==> config.mk <==
export PLATFORM = sky130hd
export DESIGN_NAME = rmdf_ctrl
export DESIGN_NICKNAME = d
export VERILOG_FILES = /design/src/hw/rtl/rmdf_pkg.sv /design/src/hw/rtl/rmdf_ctrl.sv
export VERILOG_INCLUDE_DIRS = /design/src /design/src/hw/rtl
export SDC_FILE = /design/constraint.sdc
export NUM_CORES = 1
export LEC_CHECK = 0
export ABC_AREA = 1
export BUFFER_PORTS_ARGS = -buffer_cell sky130_fd_sc_hd__buf_2
export CAP_MARGIN = 10
export CELL_PAD_IN_SITES_DETAIL_PLACEMENT = 1
export CELL_PAD_IN_SITES_GLOBAL_PLACEMENT = 1
export CORE_AREA = 2 2 39 41
export CTS_CLUSTER_DIAMETER = 40
export DETAILED_ROUTE_END_ITERATION = 10
export DIE_AREA = 0 0 41 43
export PLACE_DENSITY = 0.55
export SYNTH_ARGS = -nofsm -noshare
export SYNTH_HDL_FRONTEND = slang
export SYNTH_SLANG_ARGS = --single-unit
==> constraint.sdc <==
create_clock -name aclk -period 1.6 [get_ports aclk]
set_clock_uncertainty 0.1 [all_clocks]
set_input_delay 0.16 -clock aclk [delete_from_list [all_inputs] [get_ports aclk]]
set_output_delay 0.16 -clock aclk [all_outputs]
set_load 0.02 [all_outputs]
==> src/hw/rtl/recent_multicast_duplicate_filter_macros.svh <==
// Assertion helpers shared by the filter modules.
`ifndef RECENT_MULTICAST_DUPLICATE_FILTER_MACROS_SVH
`define RECENT_MULTICAST_DUPLICATE_FILTER_MACROS_SVH

// Check a property while out of reset.
`define RMDF_ASSERT(lbl, clk, rst_n, prop, msg) \
    lbl: assert property (@(posedge clk) disable iff (!rst_n) prop) else $error(msg);

// Check a property at every edge, reset included.
`define RMDF_ASSERT_ALWAYS(lbl, clk, prop, msg) \
    lbl: assert property (@(posedge clk) prop) else $error(msg);

`endif

==> src/hw/rtl/rmdf_pkg.sv <==
package rmdf_pkg;

    // Bucket count must be a power of two: the index is the low sequence bits.
    localparam int BUCKETS = 256;
    localparam int WAYS    = 4;

    localparam int IDX_W  = $clog2(BUCKETS);
    localparam int WAY_W  = (WAYS > 1) ? $clog2(WAYS) : 1;
    localparam int CNT_W  = $clog2(WAYS + 1);

    localparam int TICK_W = 32;
    localparam int SEQ_W  = 32;
    localparam int ADDR_W = 48;
    localparam int LIFE_W = 24;

    localparam logic [LIFE_W-1:0] LIFETIME_RESET = LIFE_W'(300);

    typedef struct packed {
        logic              valid;
        logic [SEQ_W-1:0]  seq;
        logic [ADDR_W-1:0] addr;
        logic [TICK_W-1:0] expiry;
    } slot_t;

    typedef slot_t [WAYS-1:0] row_t;

    typedef struct packed {
        logic load_in;
        logic rd_en;
        logic walk_en;
        logic commit;
    } cmd_t;

    typedef struct packed {
        logic walk_done;
    } status_t;

endpackage

==> src/hw/rtl/rmdf_ctrl.sv <==
`include "recent_multicast_duplicate_filter_macros.svh"

module rmdf_ctrl (
    input  logic             aclk,
    input  logic             aresetn,
    input  logic             s_tvalid,
    output logic             s_tready,
    output logic             m_tvalid,
    input  logic             m_tready,
    input  rmdf_pkg::status_t status,
    output rmdf_pkg::cmd_t   cmd
);
    import rmdf_pkg::*;

    localparam logic [1:0] ST_IDLE   = 2'd0;
    localparam logic [1:0] ST_READ   = 2'd1;
    localparam logic [1:0] ST_WALK   = 2'd2;
    localparam logic [1:0] ST_FINISH = 2'd3;

    logic [1:0] state_reg, state_next;
    logic       out_valid_reg, out_valid_next;
    logic       accept;

    assign s_tready = (state_reg == ST_IDLE);
    assign accept   = s_tvalid && s_tready;
    assign m_tvalid = out_valid_reg;

    always_comb begin
        cmd         = '0;
        cmd.load_in = accept;
        cmd.rd_en   = (state_reg == ST_READ);
        cmd.walk_en = (state_reg == ST_WALK);
        cmd.commit  = (state_reg == ST_FINISH) && (!out_valid_reg || m_tready);
    end

    always_comb begin
        state_next = state_reg;
        case (state_reg)
            ST_IDLE: begin
                if (accept) state_next = ST_READ;
            end
            ST_READ: begin
                state_next = ST_WALK;
            end
            ST_WALK: begin
                if (status.walk_done) state_next = ST_FINISH;
            end
            ST_FINISH: begin
                if (cmd.commit) state_next = ST_IDLE;
            end
            default: begin
                state_next = ST_IDLE;
            end
        endcase
    end

    always_comb begin
        out_valid_next = out_valid_reg;
        if (cmd.commit) begin
            out_valid_next = 1'b1;
        end else if (m_tready) begin
            out_valid_next = 1'b0;
        end
    end

    always_ff @(posedge aclk) begin
        if (!aresetn) begin
            state_reg     <= ST_IDLE;
            out_valid_reg <= 1'b0;
        end else begin
            state_reg     <= state_next;
            out_valid_reg <= out_valid_next;
        end
    end

    `RMDF_ASSERT(a_accept_reads, aclk, aresetn, accept |=> (state_reg == ST_READ), "accept did not start a bucket read")
    `RMDF_ASSERT(a_result_from_commit, aclk, aresetn, $rose(out_valid_reg) |-> $past(cmd.commit), "result raised without a commit")

endmodule

# After elaboration in Yosys (flattened, before gate mapping)
# Cells that the tools add are included.
# totals
inputBits	5
output_inout_bits	6
word_cells	21
ff_bits	3
# classes
n_reduce_logical	7
muxes	6
eq_ne	6
# op_table
cell	count
2-bit one-hot mux with 4 select lines	1
2-bit 2-to-1 mux	3
2-bit equality test (second input constant)	2
2-bit inequality test (second input constant)	2
3-bit AND reduction	1
2-bit by 1-bit equality test with 1-bit output (second input constant)	1
1-bit logical AND	2
2-bit logical NOT	1
1-bit 2-to-1 mux	2
2-bit by 1-bit inequality test with 1-bit output (second input constant)	1
2-bit nonzero test	1
1-bit logical NOT	1
1-bit logical OR	1

# Longest topological paths before layout
# depth
depth_word	5
depth_mapped	7
depth_no_buf	7

# Least setup slack after synthesis
# OpenSTA, ideal clock, no wires.
# synth_timing
kind	reg2reg
start	reg state_reg[0]
end	reg state_reg[0]
required_time_ns	1.436
path_slack_ns	0.324
arrival_ns	1.112
stages_incl_launch_ff	8
period_less_slack_ns	1.276
n_path_buf	0
setup_time_ns	0.064
cell_sequence	dfxtp_1 -> inv_1 -> ha_1 -> nand2_2 -> nand2_2 -> nor2_2 -> nor2_1 -> nor2_1
# synth_via
elab_chain_cells	4
word_cells_on_any_way	11
cone_classes	6 x eq/ne; 1 x mux; 4 x reduce/logical
# synth_lines
element	line	rtl
start, declared	rmdf_ctrl.sv:20	logic [1:0] state_reg, state_next;
start signal, assigned	rmdf_ctrl.sv:71	state_reg <= state_next;
2-bit logical NOT *	rmdf_ctrl.sv:24	assign s_tready = (state_reg == ST_IDLE);
net s_tready	rmdf_ctrl.sv:7	output logic s_tready,
1-bit logical AND	rmdf_ctrl.sv:25	assign accept = s_tvalid && s_tready;
2-bit by 1-bit inequality test with 1-bit output (no source line)	--	
3-bit AND reduction (no source line)	--	
# Mark *: on every way through the listed nets, which the timed path passes. The rest lies on a longest branch.
# A chain may end at the register's enable or synchronous reset.

==> summary.txt <==
Route
  • Post-DR vias/cell: 3.83
  • Detailed-route DRC error count: 0
  • WL final: 513 um
  • Remaining antenna violation count after routing: 0
  • First-pass iteration count of the detailed router: 4
  • DR WL/cell: 8.02 um
  • Vias: 245
  • First DRT Iteration DRCs: 1

Global routing
  • Initial antenna violation count: 0
  • Total GRT Usage: 7.21%
  • First-pass GRT wire length: 738 um
  • GR Overflow Total: 0
  • Largest net degree at the start of global routing: 5
  • Number of global-route vias before repair: 201

CTS
  • Post_cts resized: 0
  • Root Driver: clkbuf_4
  • Num CTS Buffers: 3
  • Worst-Skew Late Latency: 0.23 ns
  • Hold buffers post-CTS: 0
  • Clock tree sinks: 3
  • CTS tree: yes
  • CTS max path bufs: 2
  • Post-CTS setup buffer count: 0
  • CTS clock-pin slew for the worst setup and hold paths: 0.03 ns
  • H-tree levels: 1

Pwr
  • Power per cell area: 1940 mW/mm2
  • Max VDD drop: 0.000710 V
  • Lkg Pwr: 0.201 nW

Yosys
  • Synth top area cells: dfxtp_1 24%, ha_1 20%, inv_1 14%
  • Seq/Total Area, Yosys: 24.2%
  • Mapped Area: 248 um2
  • Share of the synthesized area in the top cell type: 24.2%
  • Synth area leader: dfxtp_1
  • Post-Syn Instances: 36
  • Synth warn: 0
  • Syn Nets: 45
  • Library cells used by synthesis: 12
  • Yosys reg bits: 3
  • Syn_area_per_cell: 6.88 um2

Floorplan
  • Boundary Pins: 11
  • DIE AREA: 0.00176 mm2
  • CORE AREA: 0.00138 mm2
  • Std cell rows: 14
  • Die Wd: 41 um
  • Initial Util: 17.9%
  • Die height: 43 um

Worst setup path
  • Setup CP Type: reg -> out
  • Arrival time worst endpoint: 1.17 ns
  • Req. time, crit path: 1.34 ns
  • Critical path capture point type: output pin
  • Crit path max fanout: 4
  • Startpoint Class: flop

Placed design
  • Buffers on Ports: 10
  • Placed wire-length estimate: 450 um
  • Placed cell areas: 303 um2
  • GPL Wtd Cong: 0.614

Timing
  • FMAX: 0.698 GHz
  • Final TNS setup: 0 ns
  • # setup viols final: 0
  • Slew HR: 90.3%
  • Slew Viols, Final: 0
  • Hold Slack: 0.0795 ns
  • Crit path time final: 1.43 ns
  • Worst Max-Slew Pin Slew: 0.146 ns
  • Final Hold Fails: 0
  • RSZ-0062 raised after global routing: false
  • Period utilization: 89.6%

Final layout
  • Post-route standard cell area excluding fillers: 329 um2
  • Final core occ: 23.8%
  • Max reg flops: 2
  • # diodes: 0
  • Final #Nets: 58
  • Area growth syn-to-layout: 32.8%
  • Share of layout cells above drive strength 1: 35.4%

Worst hold path
  • Hold Path Class: in -> reg

Job
  • Max-Cap Viols: 0

Outcome
  • Run status: finished, final reports clean
-- kinds of logic (layout without fill, tap and decap cells) --
group           Yosys count  after routing  synth area share [%]
simple gates             16             16                  30.8
flops                     3              3                  24.2
fa+ha+maj                 4              4                  20.2
buf+inv                  11             23                  19.7
compound gates            2              2                  5.05
-- power breakdown --
| part | switching [mW] | internal (mW) | total (mW) |
|---|---|---|---|
| sequential | 0.0281 | 0.104 | 0.133 |
| combinational | 0.234 | 0.138 | 0.372 |
| clock | 0.0401 | 0.0935 | 0.134 |
| total | 0.302 | 0.336 | 0.638 |
-- placed cells by master (no fill, tap or decap), drive strengths merged --
cell type,instances
a21oi,1
nand4,2
nor2,6
ha,4
buf,10
clkbuf,4
inv,9
nand2,7
dfxtp,3
nand3,1
a21boi,1
-- final timing paths --
path | startpoint | endpoint | slack, ns | depth (start not counted)
max | state_reg[0] | cmd[3] | 0.17 | 5
min | aresetn | state_reg[0] | 0.08 | 3
max reg2reg | state_reg[0] | state_reg[1] | 0.30 | 7
min reg2reg | m_tvalid | m_tvalid | 0.40 | 2
-- layer usage --
metal  up-vias  routed length (um)  GRT usage (%)
met5         -                   0              0
met4         0                  33           10.0
met3         4                  26           3.14
met2         8                 237           9.38
met1       105                 216           6.69
li1        128                   -              -
-- worst max-delay path: stages, from the launching register on --
cell     delay, ns
dfxtp_1       0.37
inv_1         0.08
ha_1          0.24
nand2_1       0.07
inv_1         0.03
buf_2         0.14
-- through the flow --
stage / total power [mW] / setup WS (ns) / instances
floorplan: 0.439 / 0.324 / 36
global placement: 0.512 / 0.329 / 60
detailed placement: 0.516 / 0.271 / 60
CTS: 0.657 / 0.138 / 64
global route: 0.701 / 0.0831 / 64
finish: 0.638 / 0.167 / 64
-- area by class of cell --
cell class | count | area [um2]
multi-input cells | 22 | 139
repair buffers | 10 | 50.0
clock buffers | 4 | 26.3
well taps | 16 | 20.0
inverters | 9 | 33.8
fillers | 189 | 1050
flip-flops and latches | 3 | 60.1
-- synthesized netlist by cell type --
library cell,number
ha_1,4
nand2_2,3
nand4_1,2
nor2_2,1
buf_4,2
nand3_1,1
nor2_1,5
nand2_1,4
dfxtp_1,3
a21boi_0,1
inv_1,9
a21oi_1,1
Note: power is estimated with default switching activity, not from simulation.
